[src/rtl/core/plg_pkg.sv]
package plg_pkg;

   // Microcode step counter
   localparam int StepW = 4;
   typedef logic [StepW-1:0] step_type;

   // Step addresses of the control program
   localparam step_type StIdle     = 4'd0;
   localparam step_type StCheck    = 4'd1;
   localparam step_type StClear    = 4'd2;
   localparam step_type StBaseInit = 4'd3;
   localparam step_type StBaseTest = 4'd4;
   localparam step_type StBaseRead = 4'd5;
   localparam step_type StMark     = 4'd6;
   localparam step_type StBaseNext = 4'd7;
   localparam step_type StScanInit = 4'd8;
   localparam step_type StScanRead = 4'd9;
   localparam step_type StScanChk  = 4'd10;
   localparam step_type StFlush    = 4'd11;
   localparam step_type StEmpty    = 4'd12;

   // Datapath operation selected by a control word
   typedef enum logic [3:0] {
      OP_ACCEPT,
      OP_NOP,
      OP_CLEAR,
      OP_BASE_INIT,
      OP_BASE_TEST,
      OP_MULT_LOAD,
      OP_MARK,
      OP_BASE_INC,
      OP_SCAN_INIT,
      OP_SCAN_READ,
      OP_SCAN_CHK,
      OP_FLUSH,
      OP_EMPTY
   } op_type;

   // Jump condition of a control word
   typedef enum logic [2:0] {
      C_NEVER,
      C_ALWAYS,
      C_LIM_LT2,
      C_M_NE_LIM,
      C_PSQ_GT_LIM,
      C_COMPOSITE,
      C_M_LE_LIM,
      C_P_GT_LIM
   } cond_type;

   typedef struct packed {
      op_type   op;
      cond_type cond;
      step_type target;
   } ctrl_word_type;

   // Control program: op, jump condition, jump target (else fall through)
   function automatic ctrl_word_type ucode_rom(input step_type step);
      ctrl_word_type w;
      w = '{op: OP_NOP, cond: C_ALWAYS, target: StIdle};
      case (step)
         StIdle:     w = '{op: OP_ACCEPT,    cond: C_NEVER,      target: StIdle};
         StCheck:    w = '{op: OP_NOP,       cond: C_LIM_LT2,    target: StEmpty};
         StClear:    w = '{op: OP_CLEAR,     cond: C_M_NE_LIM,   target: StClear};
         StBaseInit: w = '{op: OP_BASE_INIT, cond: C_NEVER,      target: StIdle};
         StBaseTest: w = '{op: OP_BASE_TEST, cond: C_PSQ_GT_LIM, target: StScanInit};
         StBaseRead: w = '{op: OP_MULT_LOAD, cond: C_COMPOSITE,  target: StBaseNext};
         StMark:     w = '{op: OP_MARK,      cond: C_M_LE_LIM,   target: StMark};
         StBaseNext: w = '{op: OP_BASE_INC,  cond: C_ALWAYS,     target: StBaseTest};
         StScanInit: w = '{op: OP_SCAN_INIT, cond: C_NEVER,      target: StIdle};
         StScanRead: w = '{op: OP_SCAN_READ, cond: C_P_GT_LIM,   target: StFlush};
         StScanChk:  w = '{op: OP_SCAN_CHK,  cond: C_ALWAYS,     target: StScanRead};
         StFlush:    w = '{op: OP_FLUSH,     cond: C_ALWAYS,     target: StIdle};
         StEmpty:    w = '{op: OP_EMPTY,     cond: C_ALWAYS,     target: StIdle};
         default:    w = '{op: OP_NOP,       cond: C_ALWAYS,     target: StIdle};
      endcase
      return w;
   endfunction

endpackage

[src/rtl/core/prime_list_generator.sv]
// Prime list generator. One transfer on req_ carries a limit; the block
// answers with every prime from 2 up to min(limit, MAX_LIMIT) in ascending
// order, one rsp_ transfer each, rsp_is_last set on the final one. A limit
// below 2 gives one transfer with rsp_prime = 0 and both flags set. A short
// microcode program steps a sieve over a one-bit composite store with one
// write or read port: it clears flags 0 to limit, then for each base up to
// sqrt(limit) reads its flag and, if it is prime, marks each multiple from
// its square up to limit, then scans candidates from 2 in order; rsp_stall
// can hold the output register and so the scan. A new request is taken once
// the last result of the previous one is in the output register; that result
// may still be waiting.
module prime_list_generator #(
   parameter int MAX_LIMIT = 255
) (
   input  logic       clock,
   input  logic       reset,
   input  logic       req_valid,
   output logic       req_stall,
   input  logic [7:0] req_limit,
   output logic       rsp_valid,
   input  logic       rsp_stall,
   output logic [7:0] rsp_prime,
   output logic       rsp_is_last,
   output logic       rsp_empty_list
);

   localparam int AW = $clog2(MAX_LIMIT + 1);  // store address width
   localparam int MW = AW + 1;                 // base / multiple width

   // Composite flag store
   logic flags_mem [0:MAX_LIMIT];
   logic          mem_we;
   logic          mem_wdata;
   logic [AW-1:0] mem_waddr;
   logic          mem_re;
   logic [AW-1:0] mem_raddr;
   logic          rd_flag_ff;

   // Sequencer
   plg_pkg::step_type      step_ff, step_in;
   plg_pkg::ctrl_word_type cw;
   logic                   hold;
   logic                   jump;

   // Datapath registers
   logic [AW-1:0]   lim_ff, lim_in;
   logic [MW-1:0]   p_ff, p_in;
   logic [MW-1:0]   m_ff, m_in;
   logic [7:0]      pend_ff, pend_in;
   logic            have_pend_ff, have_pend_in;
   logic            rsp_valid_ff, rsp_valid_in;
   logic [7:0]      rsp_prime_ff, rsp_prime_in;
   logic            rsp_last_ff, rsp_last_in;
   logic            rsp_empty_ff, rsp_empty_in;

   logic [2*MW-1:0] psq;
   logic [MW-1:0]   lim_ext;
   logic            out_free;
   logic            is_prime;

   assign cw       = plg_pkg::ucode_rom(step_ff);
   assign lim_ext  = MW'(lim_ff);
   assign psq      = p_ff * p_ff;
   assign out_free = !rsp_valid_ff || !rsp_stall;
   assign is_prime = !rd_flag_ff;

   assign req_stall      = (step_ff != plg_pkg::StIdle);
   assign rsp_valid      = rsp_valid_ff;
   assign rsp_prime      = rsp_prime_ff;
   assign rsp_is_last    = rsp_last_ff;
   assign rsp_empty_list = rsp_empty_ff;

   // Jump condition
   always_comb begin
      case (cw.cond)
         plg_pkg::C_NEVER:      jump = 1'b0;
         plg_pkg::C_ALWAYS:     jump = 1'b1;
         plg_pkg::C_LIM_LT2:    jump = (lim_ff < AW'(2));
         plg_pkg::C_M_NE_LIM:   jump = (m_ff != lim_ext);
         plg_pkg::C_PSQ_GT_LIM: jump = (psq > (2*MW)'(lim_ff));
         plg_pkg::C_COMPOSITE:  jump = rd_flag_ff;
         plg_pkg::C_M_LE_LIM:   jump = (m_ff <= lim_ext);
         plg_pkg::C_P_GT_LIM:   jump = (p_ff > lim_ext);
         default:               jump = 1'b0;
      endcase
   end

   // Datapath actions of the current control word
   always_comb begin
      hold         = 1'b0;
      lim_in       = lim_ff;
      p_in         = p_ff;
      m_in         = m_ff;
      pend_in      = pend_ff;
      have_pend_in = have_pend_ff;
      rsp_valid_in = rsp_valid_ff && rsp_stall;
      rsp_prime_in = rsp_prime_ff;
      rsp_last_in  = rsp_last_ff;
      rsp_empty_in = rsp_empty_ff;
      mem_we       = 1'b0;
      mem_wdata    = 1'b0;
      mem_waddr    = m_ff[AW-1:0];
      mem_re       = 1'b0;
      mem_raddr    = p_ff[AW-1:0];
      case (cw.op)
         plg_pkg::OP_ACCEPT: begin
            hold = !req_valid;
            if (int'(req_limit) > MAX_LIMIT) begin
               lim_in = AW'(MAX_LIMIT);
            end else begin
               lim_in = AW'(req_limit);
            end
            m_in = '0;
         end
         plg_pkg::OP_CLEAR: begin
            mem_we = 1'b1;
            m_in   = m_ff + MW'(1);
         end
         plg_pkg::OP_BASE_INIT: begin
            p_in = MW'(2);
         end
         plg_pkg::OP_BASE_TEST: begin
            mem_re = 1'b1;
         end
         plg_pkg::OP_MULT_LOAD: begin
            m_in = MW'(psq);
         end
         plg_pkg::OP_MARK: begin
            mem_we    = (m_ff <= lim_ext);
            mem_wdata = 1'b1;
            m_in      = m_ff + p_ff;
         end
         plg_pkg::OP_BASE_INC: begin
            p_in = p_ff + MW'(1);
         end
         plg_pkg::OP_SCAN_INIT: begin
            p_in         = MW'(2);
            have_pend_in = 1'b0;
         end
         plg_pkg::OP_SCAN_READ: begin
            mem_re = 1'b1;
         end
         plg_pkg::OP_SCAN_CHK: begin
            // a new prime releases the one held back, not yet known as last
            hold = is_prime && have_pend_ff && !out_free;
            if (!hold) begin
               if (is_prime) begin
                  if (have_pend_ff) begin
                     rsp_valid_in = 1'b1;
                     rsp_prime_in = pend_ff;
                     rsp_last_in  = 1'b0;
                     rsp_empty_in = 1'b0;
                  end
                  pend_in      = 8'(p_ff);
                  have_pend_in = 1'b1;
               end
               p_in = p_ff + MW'(1);
            end
         end
         plg_pkg::OP_FLUSH: begin
            hold = !out_free;
            if (!hold) begin
               rsp_valid_in = 1'b1;
               rsp_prime_in = pend_ff;
               rsp_last_in  = 1'b1;
               rsp_empty_in = 1'b0;
            end
         end
         plg_pkg::OP_EMPTY: begin
            hold = !out_free;
            if (!hold) begin
               rsp_valid_in = 1'b1;
               rsp_prime_in = '0;
               rsp_last_in  = 1'b1;
               rsp_empty_in = 1'b1;
            end
         end
         default: begin
         end
      endcase
   end

   // Next step
   always_comb begin
      if (hold) begin
         step_in = step_ff;
      end else if (jump) begin
         step_in = cw.target;
      end else begin
         step_in = step_ff + plg_pkg::StepW'(1);
      end
   end

   // Control registers
   always_ff @(posedge clock) begin
      if (reset) begin
         step_ff      <= plg_pkg::StIdle;
         rsp_valid_ff <= 1'b0;
         have_pend_ff <= 1'b0;
      end else begin
         step_ff      <= step_in;
         rsp_valid_ff <= rsp_valid_in;
         have_pend_ff <= have_pend_in;
      end
   end

   // Payload registers
   always_ff @(posedge clock) begin
      lim_ff       <= lim_in;
      p_ff         <= p_in;
      m_ff         <= m_in;
      pend_ff      <= pend_in;
      rsp_prime_ff <= rsp_prime_in;
      rsp_last_ff  <= rsp_last_in;
      rsp_empty_ff <= rsp_empty_in;
   end

   // Flag store, registered read
   always_ff @(posedge clock) begin
      if (mem_we) begin
         flags_mem[mem_waddr] <= mem_wdata;
      end
      if (mem_re) begin
         rd_flag_ff <= flags_mem[mem_raddr];
      end
   end

endmodule
[config.mk]
export PLATFORM = sky130hd
export DESIGN_NAME = prime_list_generator
export DESIGN_NICKNAME = d
export VERILOG_FILES = /design/src/rtl/core/plg_pkg.sv /design/src/rtl/core/prime_list_generator.sv
export SDC_FILE = /design/constraint.sdc
export NUM_CORES = 1
export LEC_CHECK = 0
export ABC_AREA = 1
export BUFFER_PORTS_ARGS = -buffer_cell sky130_fd_sc_hd__buf_2
export CAP_MARGIN = 20
export CORE_UTILIZATION = 58
export CTS_CLUSTER_DIAMETER = 120
export DETAILED_ROUTE_END_ITERATION = 10
export HOLD_SLACK_MARGIN = 0.06
export PLACE_DENSITY = 0.77
export SKIP_CTS_REPAIR_TIMING = 1
export SLEW_MARGIN = 20
export SYNTH_ARGS = -nofsm -noshare
export SYNTH_HDL_FRONTEND = slang
export SYNTH_SLANG_ARGS = --single-unit
[constraint.sdc]
create_clock -name clock -period 9.8 [get_ports clock]
set_input_delay 1.96 -clock clock [delete_from_list [all_inputs] [get_ports clock]]
set_output_delay 1.96 -clock clock [all_outputs]
set_load 0.02 [all_outputs]
# Yosys cells after proc, flatten, opt, wreduce, memory -nomap -nowiden
# Memories as Yosys holds them, arrays and structs flattened. A register that Yosys moved wholly into a read port is not among the register bits.
# Cells that the tools add are included.
# word_totals
output_inout_bits	12
rom_bits	176
n_memories	2
ram_bits	256
latchBits	0
in_bits	12
reg_bits	50
# mem_list
memory	words	word_bits	rd	rd_clocked_by_memory_dff	write_ports	line	rtl
flags_mem	256	1	1	1	1	prime_list_generator.sv:31	logic flags_mem [0:MAX_LIMIT];
(no name shown)	16	11	1	1	0	plg_pkg.sv:61	case (step)
# op_classes
n_shift	0
eq_ne	25
order_cmp	4
muxes	34
n_div	0
n_addsub	4
multipliers	1
n_bitwise	2
n_reduce_logical	25
# ops
op	n
8-bit two-way mux	5
9-bit case mux with 4 select lines	1
9-bit case mux with 3 select lines	1
8-bit case mux with 3 select lines	1
4-bit == test, second input constant	5
9-bit by 1-bit adder with 9-bit output, second input constant	2
18-bit by 8-bit greater-than comparator with 1-bit output	1
9-bit by 9-bit multiplier with 18-bit output	1
4-bit by 3-bit == test with 1-bit output, second input constant	4
1-bit two-way mux	15
3-bit == test, second input constant	4
4-bit two-way mux	3
2-bit inequality test, second input constant	5
9-bit adder	1
9-bit by 8-bit greater-than comparator with 1-bit output	1
9-bit by 8-bit <= comparator with 1-bit output	1
9-bit two-way mux	1
9-bit by 8-bit inequality test with 1-bit output	1
4-bit by 2-bit == test with 1-bit output, second input constant	2
8-bit by 2-bit less-than comparator with 1-bit output, second input constant	1
1-bit case mux with 2 select lines	4
1-bit case mux with 8 select lines	1
4-bit nonzero test	2
3-bit by 2-bit == test with 1-bit output, second input constant	2
other kinds (17)	30

# Longest topological paths before layout
# depth
ltp_word	7
mapped_depth	39
mapped_depth_nobuf	35

# Least setup slack after synthesis
# No wires, ideal clock.
# synth_path
kind	reg-to-reg
start	reg, netlist name cw[9]
end	reg m_ff[8], data pin
arrival_time_ps	9456
t_required_ps	9536
period_less_slack_ps	9720
n_path_buf	0
stages_incl_launch_ff	21
setup_slack_ps	80
setup_ps	264
path_cell_list	dfxtp_1 > inv_1 > nor2_1 > inv_1 > nor2_1 > inv_1 > nor2_1 > ha_1 > nand2_1 > inv_1 > o21ai_0 > nand2_1 > nand2_1 > inv_1 > or2_2 > a21oi_1 > nor2_1 > o21ai_0 > nand2_1 > xnor2_1 > o22ai_1
# synth_via
elab_chain_len	2
# synth_rtl
element	line	rtl
4-bit by 3-bit == test with 1-bit output, or another cell as far along	prime_list_generator.sv:105	case (cw.op)
9-bit case mux with 4 select lines (*)	prime_list_generator.sv:105	
net m_in[8]	prime_list_generator.sv:48	logic [MW-1:0] m_ff, m_in;
to (signal assigned)	prime_list_generator.sv:211	m_ff <= m_in;
to (decl)	prime_list_generator.sv:48	
# Mark *: on every way through the listed nets, which the timed path passes. The rest lies on a longest branch.
# A chain may end at the register's enable or synchronous reset.

# Worst setup path after layout
# layout_path
start	reg p_ff[5]
end	reg, netlist name cw[1]
# layout_via
elab_chain_len	6
# layout_rtl
element	line	rtl
from (decl)	prime_list_generator.sv:47	logic [MW-1:0] p_ff, p_in;
from (signal assigned)	prime_list_generator.sv:210	p_ff <= p_in;
9-bit by 9-bit multiplier with 18-bit output	prime_list_generator.sv:63	assign psq = p_ff * p_ff;
18-bit by 8-bit greater-than comparator with 1-bit output	prime_list_generator.sv:80	plg_pkg::C_PSQ_GT_LIM: jump = (psq > (2*MW)'(lim_ff));
1-bit case mux with 8 select lines (*)	prime_list_generator.sv:75	case (cw.cond)
4-bit two-way mux (*)	prime_list_generator.sv:187	end else if (jump) begin
4-bit two-way mux (no source line) (*) (2 in series)	--	
# Mark *: on every way between the ends. The rest lies on a longest branch, timed or not.

==> run_results.csv <==
group,metric,value,unit
run_status,status,"completed",
grt,grt_usage,28.22,%
logic_synthesis,synthMuxAreaShare,0,%
logic_synthesis,ys_warn_count,0,
die,io_pins,24,
critical_path,end_kind,"flip-flop",
final_layout,seqCellArea,0.009379,mm²
placed_design,io_buffers,23,
sta,max_freq,159.6,MHz
grt,first_global_vias,12690,
die,chipHeight,175.2,µm
critical_path,critPathArrivalTime,6.68,ns
detailed_routing,vias_per_cell,5.807,
sta,worst_slew_margin_rel,28.03,%
die,die_w,175.2,µm
logic_synthesis,synth_cell_types,49,
logic_synthesis,yosys.area_share.simple,20.91,%
detailed_routing,wl_met3,3.701,mm
final_layout,num_antenna_cells,0,
grt,grt_pass1_wl,67.22,mm
sta,rsz0062_at_grt,"false",
sta,finalMaxSlewViolations,0,
logic_synthesis,yosys_register_bits,318,
critical_path,cp_common_cell,"nand2_1",
critical_path,slowest_delay,0.85,ns
sta,hold_violations,0,
sta,min_period,6.264,ns
final_layout,drive_gt1_share,6.075,%
detailed_routing,wl_met2,20.27,mm
logic_synthesis,synth.top_cell.area_share,51.97,%
logic_synthesis,synth_top_family_by_area,"simple AND/OR/NAND/NOR gates",
logic_synthesis,ys_top_cells_by_area,"edfxtp_1 (52%), nor2_1 (12%), nand2_1 (5.5%)",
clock_network,cts_tree,"built",
sta,finClkSkew,0.01902,ns
detailed_routing,detail-route-antenna-nets,0,
die,die_area,0.03068,mm²
critical_path,slowest_stage,"edfxtp_1",
clock_network,cts_buffers,35,
placed_design,gp_congestion,0.9341,
die,core_area,0.02956,mm²
clock_network,h-tree-depth,2,
critical_path,crit_required,10.22,ns
final_layout,final_core_util,64.05,%
sta,worst_pin_slew,1.078,ns
sta,min_period_over_period,63.92,%
logic_synthesis,ys.flop_type,"edfxtp_1",
logic_synthesis,syn_nets,2019,
detailed_routing,drc_errors,0,
flow_run,drv_cap,0,
clock_network,root_buffer,"clkbuf_16",
detailed_routing,routed_wl,42.70,mm
power_and_ir_drop,power,7.041,mW
power_and_ir_drop,p_per_area,371.9,mW/mm²
critical_path,path_class,"reg -> reg",
hold_path,hold_class,"reg -> reg",
clock_network,clk_path_buf_depth,3,
critical_path,start_kind,"flip-flop",
final_layout,area_delta_synth_final,8.856,%
final_layout,nFillCells,2405,
logic_synthesis,synth-xor-area-share,0.6547,%
final_layout,fin_nets,2018,
logic_synthesis,async_flop_share,0,%
grt,grt_max_degree,122,
die,num_rows,63,
logic_synthesis,ys_seq_area_share,53.93,%
detailed_routing,wl_per_cell,18.44,µm
power_and_ir_drop,p_leak,7.232,nW
power_and_ir_drop,vdd_drop_max,0.0003734,V
logic_synthesis,synth_top_cell_by_area,"edfxtp_1",
final_layout,multiInputGateArea,0.006867,mm²
logic_synthesis,synth_compound_area_share,8.561,%
detailed_routing,first_iter_violations,1702,
detailed_routing,firstDrtPassIters,6,
placed_design,dp_hpwl,27.78,mm
die,start_util,58.84,%
clock_network,clock_latency,0.53,ns
detailed_routing,met1_length,17.43,mm
logic_synthesis,syn-cell-area,0.01739,mm²
critical_path,r2r_slack,3.54,ns
grt,grt_antenna_before_repair,0,
clock_network,cts_sinks,318,
logic_synthesis,synthAdderAreaFrac,9.295,%
clock_network,clk_pin_slew,0.06,ns
detailed_routing,via_count,13450,
critical_path,worst-path-max-fanout,17,
grt,grt_overflow_total,0,
sta,finalSetupTns,0,ns
detailed_routing,routed.top_layer,"met4",
logic_synthesis,syn_inst,1900,
logic_synthesis,synth_edf_count,301,
logic_synthesis,synth_area_per_cell,9.154,µm²
sta,setup_viol,0,
registers in the layout, summed over array words and instances, names as in the netlist:
signal / count
lim_ff: 8
have_pend_ff: 1
pend_ff: 8
rd_flag_ff: 1
rsp_empty_list: 1
rsp_is_last: 1
p_ff: 9
rsp_prime: 8
m_ff: 9
rsp_valid: 1
step_ff: 4
flags_mem: 256
cw: 11
cell usage in the layout (no fill, tap or decap), types with 3 or more instances in the layout:
cell type / n
xnor2_1: 6
nor2_2: 4
nand2_1: 257
nand2_2: 5
o2111ai_1: 5
ha_1: 70
inv_2: 5
edfxtp_1: 301
nand3b_1: 6
buf_2: 23
nand2_4: 5
a31oi_1: 3
clkinv_2: 5
nand3_1: 48
o221ai_1: 18
a22o_1: 3
o21ai_0: 137
inv_1: 206
nor4_1: 5
clkbuf_16: 37
nand4_1: 9
nor2_1: 533
o22ai_1: 23
buf_4: 13
clkbuf_1: 7
xor2_1: 7
dfxtp_1: 17
o311ai_0: 6
clkinv_1: 25
fa_1: 37
a21oi_1: 46
nor3_1: 22
final timing paths:
check,startpoint,endpoint,cells past startpoint
max,p_ff[5]$_SDFFCE_PP0P_,cw[1]$_DFF_P_,34
min,have_pend_ff$_SDFFE_PP0P_,have_pend_ff$_SDFFE_PP0P_,2
max reg2reg,p_ff[5]$_SDFFCE_PP0P_,cw[1]$_DFF_P_,34
min reg2reg,have_pend_ff$_SDFFE_PP0P_,have_pend_ff$_SDFFE_PP0P_,2
metrics by stage:
stage / setup WS, ns / instance area, µm² / hold slack (ns) / instances
final: 3.536 / 18930 / 0.4978 / 2316
after global routing: 3.087 / 18930 / 0.5258 / 2316
after CTS: 3.568 / 18930 / 0.4950 / 2316
after detailed placement: 3.605 / 17810 / 0.4830 / 2252
after global placement: 3.726 / 17810 / 0.4824 / 2252
after floorplan: 0.07962 / 17390 / 0.4523 / 1900
kinds of logic (layout without fill, tap and decap cells):
family	count (synthesis)	in the layout
AOI/OAI and AO/OA	256	256
xor gates and xnor gates	13	13
adders and majority gates	107	107
buffers and inverters	303	329
and+or+nand+nor	903	903
DFF	318	318
power breakdown:
group	leakage (nW)	internal [mW]	switching (mW)
Clock	0.546	0.749	0.537
Combinational	3.91	1.33	2.71
Sequential	2.78	1.62	0.0959
per-layer routing:
layer,vias to the layer above,GRT usage (%)
li1,6291,-
met1,6424,38.99
met2,620,45.52
met3,114,4.526
met4,0,9.638
met5,-,0
cell type report:
class                      instances  share of cell area [%]
timing repair buffer              36                   1.124
tap                              390                   2.577
clock inverter                    20                  0.8988
sequential                       318                   49.54
multi-input combinational       1279                   36.27
clock buffer                      44                   5.029
inverter                         229                   4.560
Yosys cell counts (4+ instances only):
master,count
fa_1,37
inv_1,206
a21oi_1,46
o311ai_0,6
nand2_2,5
o21ai_0,137
nand3b_1,6
nor4_1,5
o221ai_1,18
xor2_1,7
o22ai_1,23
nand2_1,257
buf_1,4
inv_2,5
dfxtp_1,17
edfxtp_1,301
clkinv_1,17
nor3_1,22
nand4_1,9
nor2_1,535
nand3_1,48
clkbuf_1,63
nand2_4,5
buf_2,4
ha_1,70
xnor2_1,6
o2111ai_1,5
worst max-delay path, delay by kind of cell, from the launching register on:
| kind | cells | cell delay (ns) |
|---|---|---|
| xor+xnor | 1 | 0.28 |
| buf+inv | 6 | 0.38 |
| fa+ha+maj | 7 | 2.76 |
| compound gates | 1 | 0.13 |
| flops | 1 | 0.85 |
| simple gates | 19 | 1.76 |
Power figures use the tool's default switching activity.
